## config.mk

```make
export PLATFORM = sky130hd
export DESIGN_NAME = wheel_cursor_accelerator_top
export DESIGN_NICKNAME = d
export VERILOG_FILES = /design/src/wca_pkg.sv /design/src/wca_axis.sv /design/src/wheel_cursor_accelerator_top.sv
export SDC_FILE = /design/constraint.sdc
export NUM_CORES = 1
export LEC_CHECK = 0
export ABC_AREA = 1
export BUFFER_PORTS_ARGS = -buffer_cell sky130_fd_sc_hd__buf_2
export CAP_MARGIN = 20
export CORE_UTILIZATION = 25
export DETAILED_ROUTE_END_ITERATION = 10
export PLACE_DENSITY_LB_ADDON = 0.25
export SETUP_SLACK_MARGIN = 0.1
export SYNTH_ARGS = -nofsm -noshare
export SYNTH_HDL_FRONTEND = slang
export SYNTH_SLANG_ARGS = --single-unit
```

## constraint.sdc

```tcl
create_clock -name i_clk -period 22.6 [get_ports i_clk]
set_clock_uncertainty 0.15 [all_clocks]
set_input_delay 6.78 -clock i_clk [delete_from_list [all_inputs] [get_ports i_clk]]
set_output_delay 6.78 -clock i_clk [all_outputs]
set_load 0.01 [all_outputs]
```

## src/wca_pkg.sv

```systemverilog
// ----------------------------------------------------------------------------
// wca_pkg
// shared types, codes and small decode functions for the wheel cursor block
// ----------------------------------------------------------------------------
package wca_pkg;

    // configuration register indexes
    localparam logic [3:0] CFG_STEP_PERIOD = 4'd0;
    localparam logic [3:0] CFG_X_LIMIT     = 4'd1;
    localparam logic [3:0] CFG_Y_LIMIT     = 4'd2;
    localparam logic [3:0] CFG_WHEEL_SPEED = 4'd3;

    // register reset values
    localparam logic [15:0] RST_STEP_PERIOD = 16'd10;
    localparam logic [11:0] RST_X_LIMIT     = 12'd319;
    localparam logic [11:0] RST_Y_LIMIT     = 12'd239;
    localparam logic [6:0]  RST_WHEEL_SPEED = 7'd5;

    // wheel status byte that means touched
    localparam logic [7:0] WHEEL_TOUCHED = 8'hC0;

    // touch direction code for no touch or button held
    localparam logic [3:0] DIR_NONE = 4'd8;

    // first wheel position that wraps back to north
    localparam logic [6:0] WHEEL_WRAP = 7'd90;

    typedef enum logic [1:0] {
        SGN_ZERO = 2'd0,
        SGN_POS  = 2'd1,
        SGN_NEG  = 2'd2
    } t_sign;

    // per-poll control shared by both axis units
    typedef struct packed {
        logic step;   // rate gate open on this poll
        logic run;    // some axis has nonzero speed
    } t_axis_ctrl;

    // quantize a wheel position into one of eight sectors, north first
    function automatic logic [2:0] wheel_dir(input logic [6:0] pos);
        logic [2:0] cnt;
        cnt = 3'd0;
        if (pos < WHEEL_WRAP) begin
            for (int k = 1; k < 8; k++) begin
                if (pos >= 7'(12 * k - 6)) cnt = cnt + 3'd1;
            end
        end
        return cnt;
    endfunction

    // x sign for each compass direction, clockwise from north
    function automatic t_sign dir_dx(input logic [2:0] dir);
        t_sign s;
        case (dir)
            3'd1, 3'd2, 3'd3: s = SGN_POS;
            3'd5, 3'd6, 3'd7: s = SGN_NEG;
            default:          s = SGN_ZERO;
        endcase
        return s;
    endfunction

    // y sign for each compass direction, screen y grows downward
    function automatic t_sign dir_dy(input logic [2:0] dir);
        t_sign s;
        case (dir)
            3'd0, 3'd1, 3'd7: s = SGN_NEG;
            3'd3, 3'd4, 3'd5: s = SGN_POS;
            default:          s = SGN_ZERO;
        endcase
        return s;
    endfunction

endpackage

```

## src/wca_axis.sv

```systemverilog
// ----------------------------------------------------------------------------
// wca_axis
// one axis of the movement step: hold timing, acceleration, move and clamp
// ----------------------------------------------------------------------------
module wca_axis #(
    parameter int COORD_BITS = 12,
    parameter int SPEED_BITS = 8
) (
    input  wca_pkg::t_axis_ctrl            i_ctrl,
    input  logic [31:0]                    i_now,
    input  logic [15:0]                    i_period,
    input  logic [11:0]                    i_limit,
    input  logic [COORD_BITS-1:0]          i_pos,
    input  logic signed [SPEED_BITS-1:0]   i_speed,
    input  logic [1:0]                     i_phase,
    input  logic [31:0]                    i_hold_start,
    output logic [COORD_BITS-1:0]          o_pos,
    output logic signed [SPEED_BITS-1:0]   o_speed,
    output logic [1:0]                     o_phase,
    output logic [31:0]                    o_hold_start
);
    import wca_pkg::*;

    localparam int LW   = (COORD_BITS > 12) ? COORD_BITS : 12;
    localparam int SUMW = ((COORD_BITS > SPEED_BITS) ? COORD_BITS : SPEED_BITS) + 2;
    localparam logic [LW-1:0] COORD_MAX_L = LW'({COORD_BITS{1'b1}});
    localparam logic signed [SPEED_BITS:0] SMAX_W =
        (SPEED_BITS+1)'((1 << (SPEED_BITS - 1)) - 1);
    localparam logic signed [SPEED_BITS:0] ONE_W  = (SPEED_BITS+1)'(1);
    localparam logic signed [SPEED_BITS:0] FIVE_W = (SPEED_BITS+1)'(5);

    logic [1:0]                  phase1;
    logic [31:0]                 start1;
    logic [33:0]                 thr8;
    logic [33:0]                 thr12;
    logic                        past8;
    logic                        past12;
    logic                        spd_pos;
    logic signed [SPEED_BITS:0]  spd_w;
    logic signed [SPEED_BITS:0]  spd_a;
    logic signed [SPEED_BITS:0]  spd_s;
    logic [LW-1:0]               lim_l;
    logic [COORD_BITS-1:0]       lim_c;
    logic signed [SUMW-1:0]      p_sum;
    logic signed [SUMW-1:0]      lim_s;

    always_comb begin
        // a fresh press starts its hold timer on the first open step
        if (i_ctrl.step && (i_phase == 2'd1)) begin
            phase1 = 2'd2;
            start1 = i_now;
        end else begin
            phase1 = i_phase;
            start1 = i_hold_start;
        end

        // thresholds kept 34 bits wide so they never wrap
        thr8   = {2'b00, start1} + {15'd0, i_period, 3'b000};
        thr12  = thr8 + {16'd0, i_period, 2'b00};
        past8  = {2'b00, i_now} > thr8;
        past12 = {2'b00, i_now} > thr12;

        spd_pos = !i_speed[SPEED_BITS-1] && (i_speed != '0);
        spd_w   = {i_speed[SPEED_BITS-1], i_speed};

        if ((phase1 != 2'd0) && past12) begin
            spd_a = spd_pos ? (spd_w + ONE_W) : (spd_w - ONE_W);
        end else if ((phase1 != 2'd0) && past8) begin
            spd_a = spd_pos ? FIVE_W : -FIVE_W;
        end else begin
            spd_a = spd_w;
        end

        if (spd_a > SMAX_W)       spd_s = SMAX_W;
        else if (spd_a < -SMAX_W) spd_s = -SMAX_W;
        else                      spd_s = spd_a;

        // limit cut to the coordinate range
        lim_l = LW'(i_limit);
        if (lim_l > COORD_MAX_L) lim_l = COORD_MAX_L;
        lim_c = lim_l[COORD_BITS-1:0];

        p_sum = $signed({{(SUMW-COORD_BITS){1'b0}}, i_pos})
              + $signed({{(SUMW-SPEED_BITS-1){spd_s[SPEED_BITS]}}, spd_s});
        lim_s = $signed({{(SUMW-COORD_BITS){1'b0}}, lim_c});

        o_hold_start = start1;
        if (i_ctrl.step && i_ctrl.run) begin
            if (p_sum < 0) begin
                // clamp at zero; speed drops to minus one and the hold restarts
                o_pos   = '0;
                o_speed = '1;
                o_phase = 2'd1;
            end else if (p_sum > lim_s) begin
                // clamp at the limit; speed drops to one and the hold restarts
                o_pos   = lim_c;
                o_speed = SPEED_BITS'(1);
                o_phase = 2'd1;
            end else begin
                o_pos   = p_sum[COORD_BITS-1:0];
                o_speed = spd_s[SPEED_BITS-1:0];
                o_phase = phase1;
            end
        end else begin
            o_pos   = i_pos;
            o_speed = i_speed;
            o_phase = phase1;
        end
    end

endmodule

```

## src/wheel_cursor_accelerator_top.sv

```systemverilog
// ----------------------------------------------------------------------------
// wheel_cursor_accelerator_top
// touch-wheel cursor accelerator: rate-gated step, axis acceleration, clamp
// and wheel direction decode, one poll word in, one cursor word out
// ----------------------------------------------------------------------------
//  channel   | direction | handshake                      | payload
//  ----------+-----------+--------------------------------+-------------------------
//  s_axis    | in        | s_axis_tvalid / s_axis_tready  | poll word, 48 bits
//  m_axis    | out       | m_axis_tvalid / m_axis_tready  | cursor word, 32 bits
//  cfg       | in        | i_cfg_valid / o_cfg_ready      | index 4 bits, data 16 bits
//
//  one poll word per cycle sustained while m_axis is not stalled; each word passes
//  the input register, then the step logic into the output register
//  the state registers update on the cycle a word leaves the input register
//  reset is synchronous, active low, and restores all but the data registers
//  a stall on m_axis holds both stages; s_axis keeps accepting while the
//  input register is empty or drains in the same cycle
//  config writes are always accepted and take effect on the next cycle
// ----------------------------------------------------------------------------
module wheel_cursor_accelerator_top #(
    parameter int COORD_BITS = 12,
    parameter int SPEED_BITS = 8
) (
    input  logic        i_clk,
    input  logic        i_rst_n,

    input  logic        s_axis_tvalid,
    output logic        s_axis_tready,
    // [31:0] now_ms, [39:32] wheel_status, [46:40] wheel_position,
    // [47] button_held
    input  logic [47:0] s_axis_tdata,

    output logic        m_axis_tvalid,
    input  logic        m_axis_tready,
    // [11:0] cursor_x, [23:12] cursor_y, [24] cursor_moved,
    // [28:25] touch_direction, [31:29] zero
    output logic [31:0] m_axis_tdata,

    input  logic        i_cfg_valid,
    output logic        o_cfg_ready,
    input  logic [3:0]  i_cfg_index,
    input  logic [15:0] i_cfg_data
);
    import wca_pkg::*;

    localparam int PW = (COORD_BITS > 12) ? COORD_BITS : 12;
    localparam int WW = ((SPEED_BITS > 7) ? SPEED_BITS : 7) + 1;
    localparam logic [WW-1:0] SMAX_X = WW'((1 << (SPEED_BITS - 1)) - 1);

    // configuration registers
    logic [15:0] r_step_period;
    logic [11:0] r_x_limit;
    logic [11:0] r_y_limit;
    logic [6:0]  r_wheel_speed;

    // input stage
    logic        r_in_valid;
    logic [31:0] r_in_now;
    logic [7:0]  r_in_status;
    logic [6:0]  r_in_wpos;
    logic        r_in_held;

    // output stage
    logic        r_out_valid;
    logic [11:0] r_out_x;
    logic [11:0] r_out_y;
    logic        r_out_moved;
    logic [3:0]  r_out_dir;

    // block state
    logic [31:0]                   r_last_step, n_last_step;
    logic [31:0]                   r_x_start, n_x_start;
    logic [31:0]                   r_y_start, n_y_start;
    logic [1:0]                    r_x_phase, n_x_phase;
    logic [1:0]                    r_y_phase, n_y_phase;
    logic signed [SPEED_BITS-1:0]  r_x_speed, n_x_speed;
    logic signed [SPEED_BITS-1:0]  r_y_speed, n_y_speed;
    logic [COORD_BITS-1:0]         r_pos_x, n_pos_x;
    logic [COORD_BITS-1:0]         r_pos_y, n_pos_y;

    logic                          adv;
    t_axis_ctrl                    ctrl;
    logic [COORD_BITS-1:0]         ax_pos_x, ax_pos_y;
    logic signed [SPEED_BITS-1:0]  ax_spd_x, ax_spd_y;
    logic [1:0]                    ax_ph_x, ax_ph_y;
    logic [3:0]                    n_dir;
    logic [2:0]                    sector;
    logic [WW-1:0]                 ws_ext;
    logic signed [SPEED_BITS-1:0]  ws_pos;
    logic signed [SPEED_BITS-1:0]  ws_neg;
    logic [PW-1:0]                 px_ext, py_ext;
    t_sign                         sgn_x, sgn_y;

    // pipeline handshake: the input stage drains whenever the output stage
    // is empty or being taken
    assign adv           = r_in_valid && (!r_out_valid || m_axis_tready);
    assign s_axis_tready = !r_in_valid || adv;
    assign m_axis_tvalid = r_out_valid;
    assign m_axis_tdata  = {3'b000, r_out_dir, r_out_moved, r_out_y, r_out_x};
    assign o_cfg_ready   = 1'b1;

    // rate gate, compared without wrap-around
    assign ctrl.step = {1'b0, r_in_now} >= ({1'b0, r_last_step} + {17'd0, r_step_period});
    assign ctrl.run  = (r_x_speed != '0) || (r_y_speed != '0);

    wca_axis #(
        .COORD_BITS (COORD_BITS),
        .SPEED_BITS (SPEED_BITS)
    ) u_axis_x (
        .i_ctrl       (ctrl),
        .i_now        (r_in_now),
        .i_period     (r_step_period),
        .i_limit      (r_x_limit),
        .i_pos        (r_pos_x),
        .i_speed      (r_x_speed),
        .i_phase      (r_x_phase),
        .i_hold_start (r_x_start),
        .o_pos        (ax_pos_x),
        .o_speed      (ax_spd_x),
        .o_phase      (ax_ph_x),
        .o_hold_start (n_x_start)
    );

    wca_axis #(
        .COORD_BITS (COORD_BITS),
        .SPEED_BITS (SPEED_BITS)
    ) u_axis_y (
        .i_ctrl       (ctrl),
        .i_now        (r_in_now),
        .i_period     (r_step_period),
        .i_limit      (r_y_limit),
        .i_pos        (r_pos_y),
        .i_speed      (r_y_speed),
        .i_phase      (r_y_phase),
        .i_hold_start (r_y_start),
        .o_pos        (ax_pos_y),
        .o_speed      (ax_spd_y),
        .o_phase      (ax_ph_y),
        .o_hold_start (n_y_start)
    );

    // wheel decode sets the speeds for the next poll; a held button keeps the axis results
    always_comb begin
        n_last_step = ctrl.step ? r_in_now : r_last_step;
        n_pos_x     = ax_pos_x;
        n_pos_y     = ax_pos_y;

        // wheel speed cut to the speed range
        ws_ext = WW'(r_wheel_speed);
        if (ws_ext > SMAX_X) ws_ext = SMAX_X;
        ws_pos = ws_ext[SPEED_BITS-1:0];
        ws_neg = -ws_pos;

        sector = wheel_dir(r_in_wpos);
        if (r_in_status == WHEEL_TOUCHED) begin
            sgn_x = dir_dx(sector);
            sgn_y = dir_dy(sector);
        end else begin
            sgn_x = SGN_ZERO;
            sgn_y = SGN_ZERO;
        end

        if (r_in_held) begin
            // button held freezes the wheel
            n_dir     = DIR_NONE;
            n_x_speed = ax_spd_x;
            n_y_speed = ax_spd_y;
            n_x_phase = ax_ph_x;
            n_y_phase = ax_ph_y;
        end else begin
            n_dir = (r_in_status == WHEEL_TOUCHED) ? {1'b0, sector} : DIR_NONE;
            case (sgn_x)
                SGN_POS: begin n_x_speed = ws_pos; n_x_phase = 2'd1; end
                SGN_NEG: begin n_x_speed = ws_neg; n_x_phase = 2'd1; end
                default: begin n_x_speed = '0;     n_x_phase = 2'd0; end
            endcase
            case (sgn_y)
                SGN_POS: begin n_y_speed = ws_pos; n_y_phase = 2'd1; end
                SGN_NEG: begin n_y_speed = ws_neg; n_y_phase = 2'd1; end
                default: begin n_y_speed = '0;     n_y_phase = 2'd0; end
            endcase
        end

        px_ext = PW'(ax_pos_x);
        py_ext = PW'(ax_pos_y);
    end

    // configuration writes
    always_ff @(posedge i_clk) begin
        if (!i_rst_n) begin
            r_step_period <= RST_STEP_PERIOD;
            r_x_limit     <= RST_X_LIMIT;
            r_y_limit     <= RST_Y_LIMIT;
            r_wheel_speed <= RST_WHEEL_SPEED;
        end else if (i_cfg_valid && o_cfg_ready) begin
            unique case (i_cfg_index)
                CFG_STEP_PERIOD: r_step_period <= i_cfg_data;
                CFG_X_LIMIT:     r_x_limit     <= i_cfg_data[11:0];
                CFG_Y_LIMIT:     r_y_limit     <= i_cfg_data[11:0];
                CFG_WHEEL_SPEED: r_wheel_speed <= i_cfg_data[6:0];
                default:         ;
            endcase
        end
    end

    // input register
    always_ff @(posedge i_clk) begin
        if (!i_rst_n) begin
            r_in_valid <= 1'b0;
        end else if (s_axis_tready) begin
            r_in_valid <= s_axis_tvalid;
        end
    end

    always_ff @(posedge i_clk) begin
        if (s_axis_tvalid && s_axis_tready) begin
            r_in_now    <= s_axis_tdata[31:0];
            r_in_status <= s_axis_tdata[39:32];
            r_in_wpos   <= s_axis_tdata[46:40];
            r_in_held   <= s_axis_tdata[47];
        end
    end

    // state and output register
    always_ff @(posedge i_clk) begin
        if (!i_rst_n) begin
            r_out_valid <= 1'b0;
            r_last_step <= '0;
            r_x_start   <= '0;
            r_y_start   <= '0;
            r_x_phase   <= '0;
            r_y_phase   <= '0;
            r_x_speed   <= '0;
            r_y_speed   <= '0;
            r_pos_x     <= '0;
            r_pos_y     <= '0;
        end else if (adv) begin
            r_out_valid <= 1'b1;
            r_last_step <= n_last_step;
            r_x_start   <= n_x_start;
            r_y_start   <= n_y_start;
            r_x_phase   <= n_x_phase;
            r_y_phase   <= n_y_phase;
            r_x_speed   <= n_x_speed;
            r_y_speed   <= n_y_speed;
            r_pos_x     <= n_pos_x;
            r_pos_y     <= n_pos_y;
        end else if (m_axis_tready) begin
            r_out_valid <= 1'b0;
        end
    end

    always_ff @(posedge i_clk) begin
        if (adv) begin
            r_out_x     <= px_ext[11:0];
            r_out_y     <= py_ext[11:0];
            r_out_moved <= ctrl.step && ctrl.run;
            r_out_dir   <= n_dir;
        end
    end

    // hold phase only ever takes idle, just pressed or timing
    a_phase_legal: assert property (@(posedge i_clk) disable iff (!i_rst_n)
        (r_x_phase != 2'd3) && (r_y_phase != 2'd3))
        else $error("hold phase reached an unused code");

    // an open step records the poll time
    a_step_time: assert property (@(posedge i_clk) disable iff (!i_rst_n)
        (adv && ctrl.step) |=> (r_last_step == $past(r_in_now)))
        else $error("step time not recorded");

    // a held button always reports no direction
    a_held_dir: assert property (@(posedge i_clk) disable iff (!i_rst_n)
        (adv && r_in_held) |=> (r_out_dir == DIR_NONE))
        else $error("direction reported while button held");

    // an untouched wheel without the button stops both axes
    a_release_stop: assert property (@(posedge i_clk) disable iff (!i_rst_n)
        (adv && !r_in_held && (r_in_status != WHEEL_TOUCHED)) |=>
        ((r_x_speed == '0) && (r_y_speed == '0) &&
         (r_x_phase == 2'd0) && (r_y_phase == 2'd0)))
        else $error("axes still moving after wheel release");

endmodule
```

==> results of run 1 <==
## per-stage QoR
| stage | hold slack (ps) | utilization | power [uW] | cells |
|---|---|---|---|---|
| 4_1_cts | 340 | 0.286 | 2040 | 4647 |
| 5_1_grt | 350 | 0.286 | 2170 | 4647 |
| 2_1_floorplan | 303 | - | 1200 | 3299 |
| 3_5_place_dp | 330 | 0.273 | 1400 | 4577 |
| 3_3_place_gp | 330 | 0.273 | 1400 | 4577 |
| 6_report | 339 | 0.286 | 2010 | 4648 |
## registers in the layout (all words and copies together) (netlist names), 6 cells and up
name           cells
r_in_now          32
r_in_status        8
r_in_wpos          6
r_last_step       32
r_out_x           12
r_out_y           12
r_pos_x           12
r_pos_y           12
r_step_period     16
r_wheel_speed      7
r_x_limit         12
r_x_speed          8
r_x_start         32
r_y_limit         12
r_y_speed          8
r_y_start         32
## power by group through the flow
stage | sequential (uW) | combinational (uW) | clock [uW]
2_1_floorplan | 571 | 631 | 0
3_3_place_gp | 578 | 820 | 0
3_5_place_dp | 578 | 822 | 0
4_1_cts | 568 | 829 | 642
5_1_grt | 572 | 941 | 657
6_report | 568 | 822 | 617
## cell usage after synthesis (all sizes together), types with 2 or more instances
master  instances
nand3b          2
and2            4
a21oi         314
nand4          43
nand2         739
o21a            8
o221ai          2
ha            308
o31ai           2
edfxtp         76
a21o            9
a21boi          3
o211ai         31
a211oi         16
o21bai         11
or2             5
fa              9
mux2i           4
nor4           11
xor2           97
dfxtp         189
clkinv          6
o22ai          15
conb            2
nor2          300
buf            33
xnor2          52
inv           480
clkbuf         55
a32oi           2
a31oi          14
nand3         156
o21ai         260
nor3           26
## final cells by class
| class | instances | area, sq um |
|---|---|---|
| inverters | 486 | 1830 |
| repair buffers | 123 | 668 |
| clock inverters | 19 | 215 |
| fillers | 10200 | 65600 |
| flip-flops and latches | 265 | 6070 |
| clock buffers | 51 | 1050 |
| well taps | 1243 | 1560 |
| diodes | 1 | 2.50 |
| multi-input cells | 2460 | 14900 |
## worst register-to-register path, delay by kind of cell, from the launching register on
kind                       cells  cell delay, ps
DFF                            1             420
adders and majority gates      9            2770
AOI/OAI and AO/OA             32            7370
xor gates and xnor gates       4             810
and+or+nand+nor               43            5780
buffers and inverters          8             740
## final timing paths
check	endpoint	slack [ps]	cells past startpoint
min	r_x_limit[9]	340	2
max	r_out_y[0]	4340	96
min reg2reg	r_x_limit[9]	340	2
max reg2reg	r_out_y[0]	4340	96
## per-layer routing
metal | part of all wire | routed length [um] | track usage | up-vias
met4 | 0.022 | 1580 | 0.0400 | 4
met1 | 0.49 | 35700 | 0.212 | 9680
met5 | 0.00025 | 18 | 0 | -
met3 | 0.044 | 3190 | 0.0225 | 87
li1 | - | - | - | 11100
met2 | 0.44 | 32400 | 0.249 | 325
## cell families (layout without fill, tap and decap cells)
logic type,count (synthesis),after routing,synth area share
and+or+nand+nor,1289,1289,0.244
AOI/OAI and AO/OA,696,696,0.165
buffers and inverters,574,679,0.0971
adders and majority gates,317,317,0.173
DFF,265,265,0.261
xor gates and xnor gates,149,149,0.0571
muxes,5,5,0.00221
other,2,5,0.000323
==> summary.md, run 1 <==
| Metric | Value |
|---|---|
| DR pass1 iterations | `6` |
| Post-Place Setup Slack | `4320 ps` |
| Worst Path Buf+Inv | `8` |
| Static Leakage | `0.0127 uW` |
| Post-cts resize count | `0` |
| Cell with the largest stage delay on the worst path | `a311oi_1` |
| Vias | `21200` |
| TritonCTS clock tree | `yes` |
| Worst slew pin tran | `1100 ps` |
| Sequential power share | `0.283` |
| Min-delay src | `r_x_limit[9]` |
| Async SR Flop Fraction | `0` |
| Critical path peak fanout | `24` |
| Post-synth EDFFs | `76` |
| Clock transition at path regs | `60 ps` |
| Worst EP required | `~23000 ps` |
| Total gr overflow | `0` |
| Cell Area, Placed | `roughly 25000 sq um` |
| Slowest stage delay, CP | `790 ps` |
| Combinational Power Share | `0.410` |
| Switching Fraction | `0.406` |
| Syn Inst Count | `3297` |
| Startpoint Class | `flop` |
| Yosys top cell area share | `0.166` |
| Critical path arrival | `18450 ps` |
| I/O Buffers | `about 100` |
| Maximum clock rate | `0.0548 GHz` |
| Setup WS post-layout | `4340 ps` |
| Clock root cell | `clkbuf_16` |
| Remaining routing DRC violations | `0` |
| Avg WL per Cell | `15.7 um` |
| Number of DRC markers in iteration 0 | `1198` |
| Initial Util | `0.253` |
| RR Startpoint | `r_step_period[2]` |
| Die W | `between 300 and 400 um` |
| Setup violators final | `0` |
| Most common cell after layout, fill and taps aside | `nand2_1` |
| Period utilization | `0.808` |
| Top cell by count, worst path | `nand2_1` |
| Share of cells above drive strength 1 | `0.0922` |
| Avg Vias per Cell | `approximately 4.6` |
| Crit path launch | `r_step_period[2]` |
| Post-Syn Area | `23300 sq um` |
| Core area | `a little over 90000 sq um` |
| Family with the most delay on the worst path | `compound AO/OA/AOI/OAI gates` |
| Final ANT Viol Nets | `0` |
| Postcts setup bufs | `0` |
| Most frequent cells in the layout | `679 x nand2_1, 469 x inv_1, 311 x a21oi_1` |
| Routed WL | `72900 um` |
| Max clock buf depth | `3` |
| CTS Hold Bufs | `0` |
| Run status | `finished, final reports clean` |
| Clk pwr share | `0.308` |
| Synth Flop Type | `dfxtp_1` |
| Full die area | `between 90000 and 100000 sq um` |
| Seq/Total Area, Yosys | `0.261` |
| Yosys Warn Count | `0` |
| # IOs | `about 110` |
| Post-synth top area cell | `ha_1` |
| Area grow syn2layout | `13.3%` |
| Min cycle time layout | `18260 ps` |
| GR Util All Layers | `0.154` |
| Row count | `roughly 110` |
| Num CTS Buffers | `38` |
| Hpwl dp | `55800 um` |
| Pin count of the biggest net entering global routing | `83` |
| Hold Vio Cnt, Final | `0` |
| Die Height | `approximately 310 um` |
| Peak VDD IR | `about 0.046 mV` |
| WS Path Type | `flop to flop` |
| Max-cap violations | `0` |
| Final setup TNS | `0 ps` |
| P_sw | `between 800 and 900 uW` |
| Synthesis-stage register bit count | `between 200 and 300` |
| # clock sinks | `265` |
| Clock Latency Late Sink | `590 ps` |
| Dominant cells by area after synthesis | `ha_1 17%, dfxtp_1 16%, nand2_1 11%, edfxtp_1 9.8%, inv_1 7.6%` |
| Final RePlAce weighted congestion | `around 0.87` |
| Nets | `3764` |
| Htree depth | `2` |
| Slew Limit Fails | `0` |
| Worst slew margin | `0.260` |
| Pwr dens | `76.2 nW/um^2` |
| Worst hold-check path type | `flop to flop` |
| Int Pwr | `1190 uW` |
| Syn Area/Cell | `around 7.1 sq um` |
| RSZ-0062 raised after global routing | `no` |
| Vias in the first global route | `20000` |
| First-pass GRT wire length | `113000 um` |
| Design Area, Final | `26300 sq um` |
| Crit end category | `flop` |
| Initial antenna violation count | `2` |
| Synth cell types | `73` |
(Power assumes the default switching activity.)
==> inputs of run 2 (changes only) <==
Clock period 22.6 ns to 16.3 ns, I/O delays scaled along.
==> run 2 against run 1 <==
First-iteration DRC count up 13%; clock power up 40%; critical path depth rose by 8; hold slack lost 4.8 ps.
==> summary.md, run 2 (synthesized netlist as in run 1, its figures left out) <==
| Metric | Value |
|---|---|
| Run status | `finished, final reports clean (unchanged)` |
| Fillers | `10200 (about the same)` |
| Cell with the largest stage delay on the worst path | `or3_4 (was a311oi_1)` |
| Placed cell count | `4750 (was 4577)` |
| Vias | `22000 (was 21200)` |
| Initial Util | `0.253 (unchanged)` |
| DR pass1 iterations | `7 (was 6)` |
| Pwr dens | `106 nW/um^2 (was 76.2 nW/um^2)` |
| I/O Buffers | `102 (unchanged)` |
| TritonCTS clock tree | `yes (unchanged)` |
| Htree depth | `2 (unchanged)` |
| Die Height | `307 um (unchanged)` |
| RSZ-0062 raised after global routing | `no (unchanged)` |
| Ant diodes | `0 (was 1)` |
| WS Path Type | `flop to flop (unchanged)` |
| Most common cell after layout, fill and taps aside | `nand2_1 (unchanged)` |
| Design Area, Final | `28100 sq um (was 26300 sq um)` |
| Core area | `91900 sq um (unchanged)` |
| GR Util All Layers | `0.160 (was 0.154)` |
| Total gr overflow | `0 (unchanged)` |
| Clock transition at path regs | `60 ps (about the same)` |
| Max clock buf depth | `3 (unchanged)` |
| Nets | `3954 (was 3764)` |
| Avg WL per Cell | `15.7 um (about the same)` |
| Pin count of the biggest net entering global routing | `83 (unchanged)` |
| Hpwl dp | `58500 um (was 55800 um)` |
| Static Leakage | `0.0137 uW (was 0.0127 uW)` |
| Number of DRC markers in iteration 0 | `1359 (was 1198)` |
| Overall power | `3000 uW (was 2010 uW)` |
| Final RePlAce weighted congestion | `0.862 (was 0.868)` |
| Worst hold-check path type | `flop to flop (unchanged)` |
| Final ANT Viol Nets | `0 (unchanged)` |
| Area grow syn2layout | `21.1% (was 13.3%)` |
| Clk pwr share | `0.288 (was 0.308)` |
| Share of cells above drive strength 1 | `0.155 (was 0.0922)` |
| Int Pwr | `1820 uW (was 1190 uW)` |
| Row count | `111 (unchanged)` |
| Clock Latency Late Sink | `590 ps (about the same)` |
| Slowest stage delay, CP | `350 ps (was 790 ps)` |
| Cell Area, Placed | `26400 sq um (was 25100 sq um)` |
| P_sw | `1180 uW (was 814 uW)` |
| Register area | `6070 sq um (unchanged)` |
| Post-Place Setup Slack | `211 ps (was 4320 ps)` |
| Initial antenna violation count | `2 (unchanged)` |
| Top cell by count, worst path | `nand2_1 (unchanged)` |
| CTS Hold Bufs | `0 (unchanged)` |
| Maximum clock rate | `0.0669 GHz (was 0.0548 GHz)` |
| Full die area | `94200 sq um (unchanged)` |
| # IOs | `108 (unchanged)` |
| Avg Vias per Cell | `4.54 (was 4.56)` |
| Die W | `307 um (unchanged)` |
| Critical path peak fanout | `12 (was 24)` |
| Num CTS Buffers | `38 (unchanged)` |
| Min cycle time layout | `14940 ps (was 18260 ps)` |
| Setup violators final | `0 (unchanged)` |
| Worst EP required | `16450 ps (was 22780 ps)` |
| Combinational Power Share | `0.449 (was 0.410)` |
| Vias in the first global route | `21100 (was 20000)` |
| Setup WS post-layout | `1360 ps (was 4340 ps)` |
| Remaining routing DRC violations | `0 (unchanged)` |
| Clock root cell | `clkbuf_16 (unchanged)` |
| Worst slew margin | `0.343 (was 0.260)` |
| # clock sinks | `265 (unchanged)` |
| Period utilization | `0.917 (was 0.808)` |
| Switching Fraction | `0.393 (was 0.406)` |
| Critical path arrival | `15100 ps (was 18450 ps)` |
| Most frequent cells in the layout | `675 x nand2_1, 466 x inv_1, 304 x ha_1 (was 679 x nand2_1, 469 x inv_1, 311 x a21oi_1)` |
| First-pass GRT wire length | `118000 um (was 113000 um)` |
| Max-cap violations | `0 (unchanged)` |
| R2R Setup Slk | `1360 ps (was 4340 ps)` |
| Worst slew pin tran | `985 ps (was 1100 ps)` |
| Crit end category | `flop (unchanged)` |
| Multi-input gate area | `15200 sq um (was 14900 sq um)` |
| Hold Vio Cnt, Final | `0 (unchanged)` |
| Sequential power share | `0.263 (was 0.283)` |
| Peak VDD IR | `0.0688 mV (was 0.0458 mV)` |
| Routed WL | `76000 um (was 72900 um)` |
| Fin cells | `4837 (was 4648)` |
| Startpoint Class | `flop (unchanged)` |
| Slew Limit Fails | `0 (unchanged)` |
run 2: cell type report:
class / count / area share
Inverter: 486 / 0.0651
Clock buffer: 58 / 0.0408
Tap cell: 1243 / 0.0552
Multi-Input combinational cell: 2461 / 0.541
Timing Repair Buffer: 312 / 0.0768
Sequential cell: 265 / 0.215
Clock inverter: 12 / 0.00556
run 2: worst max-delay path, delay by kind of cell, from the launching register on:
family          cells  cell delay, ps
compound gates     27            3910
simple gates       50            5260
buf+inv            15            1960
flops               1             340
fa+ha+maj           8            2320
xor+xnor            4             690
run 2: path summary, 6_finish.rpt:
kind              cells past startpoint              from            to
setup / recovery                    104  r_step_period[2]    r_out_x[2]
hold / removal                        2      r_x_limit[9]  r_x_limit[9]
hold reg to reg                       2      r_x_limit[9]  r_x_limit[9]
setup reg to reg                    104  r_step_period[2]    r_out_x[2]
run 2: per-stage QoR:
stage,setup TNS [ps],hold slack (ps),util
final,0,334,0.306
after global routing,0,367,0.306
after CTS,0,336,0.302
after global placement,-13.5,323,0.288
after detailed placement,0,327,0.288
after floorplan,0,303,-
run 2: timing repair:
item	in CTS	in global routing
buffers inserted	0	16
pin swaps	0	19
gates cloned	0	1
setup endpoints to repair	1	68
resized for setup	2	71
run 2: per-layer routing:
metal | track usage | part of all wire | up-vias
met5 | 0 | 0.00013 | -
met4 | 0.0387 | 0.019 | 2
met3 | 0.0176 | 0.033 | 90
met2 | 0.264 | 0.45 | 328
met1 | 0.222 | 0.50 | 10100
li1 | - | - | 11500
run 2: power by group through the flow:
stage	sequential [uW]	combinational [uW]	clock, uW
floorplan	792	875	0
global placement	803	1310	0
detailed placement	802	1320	0
CTS	789	1330	894
global route	794	1530	919
finish	788	1340	862
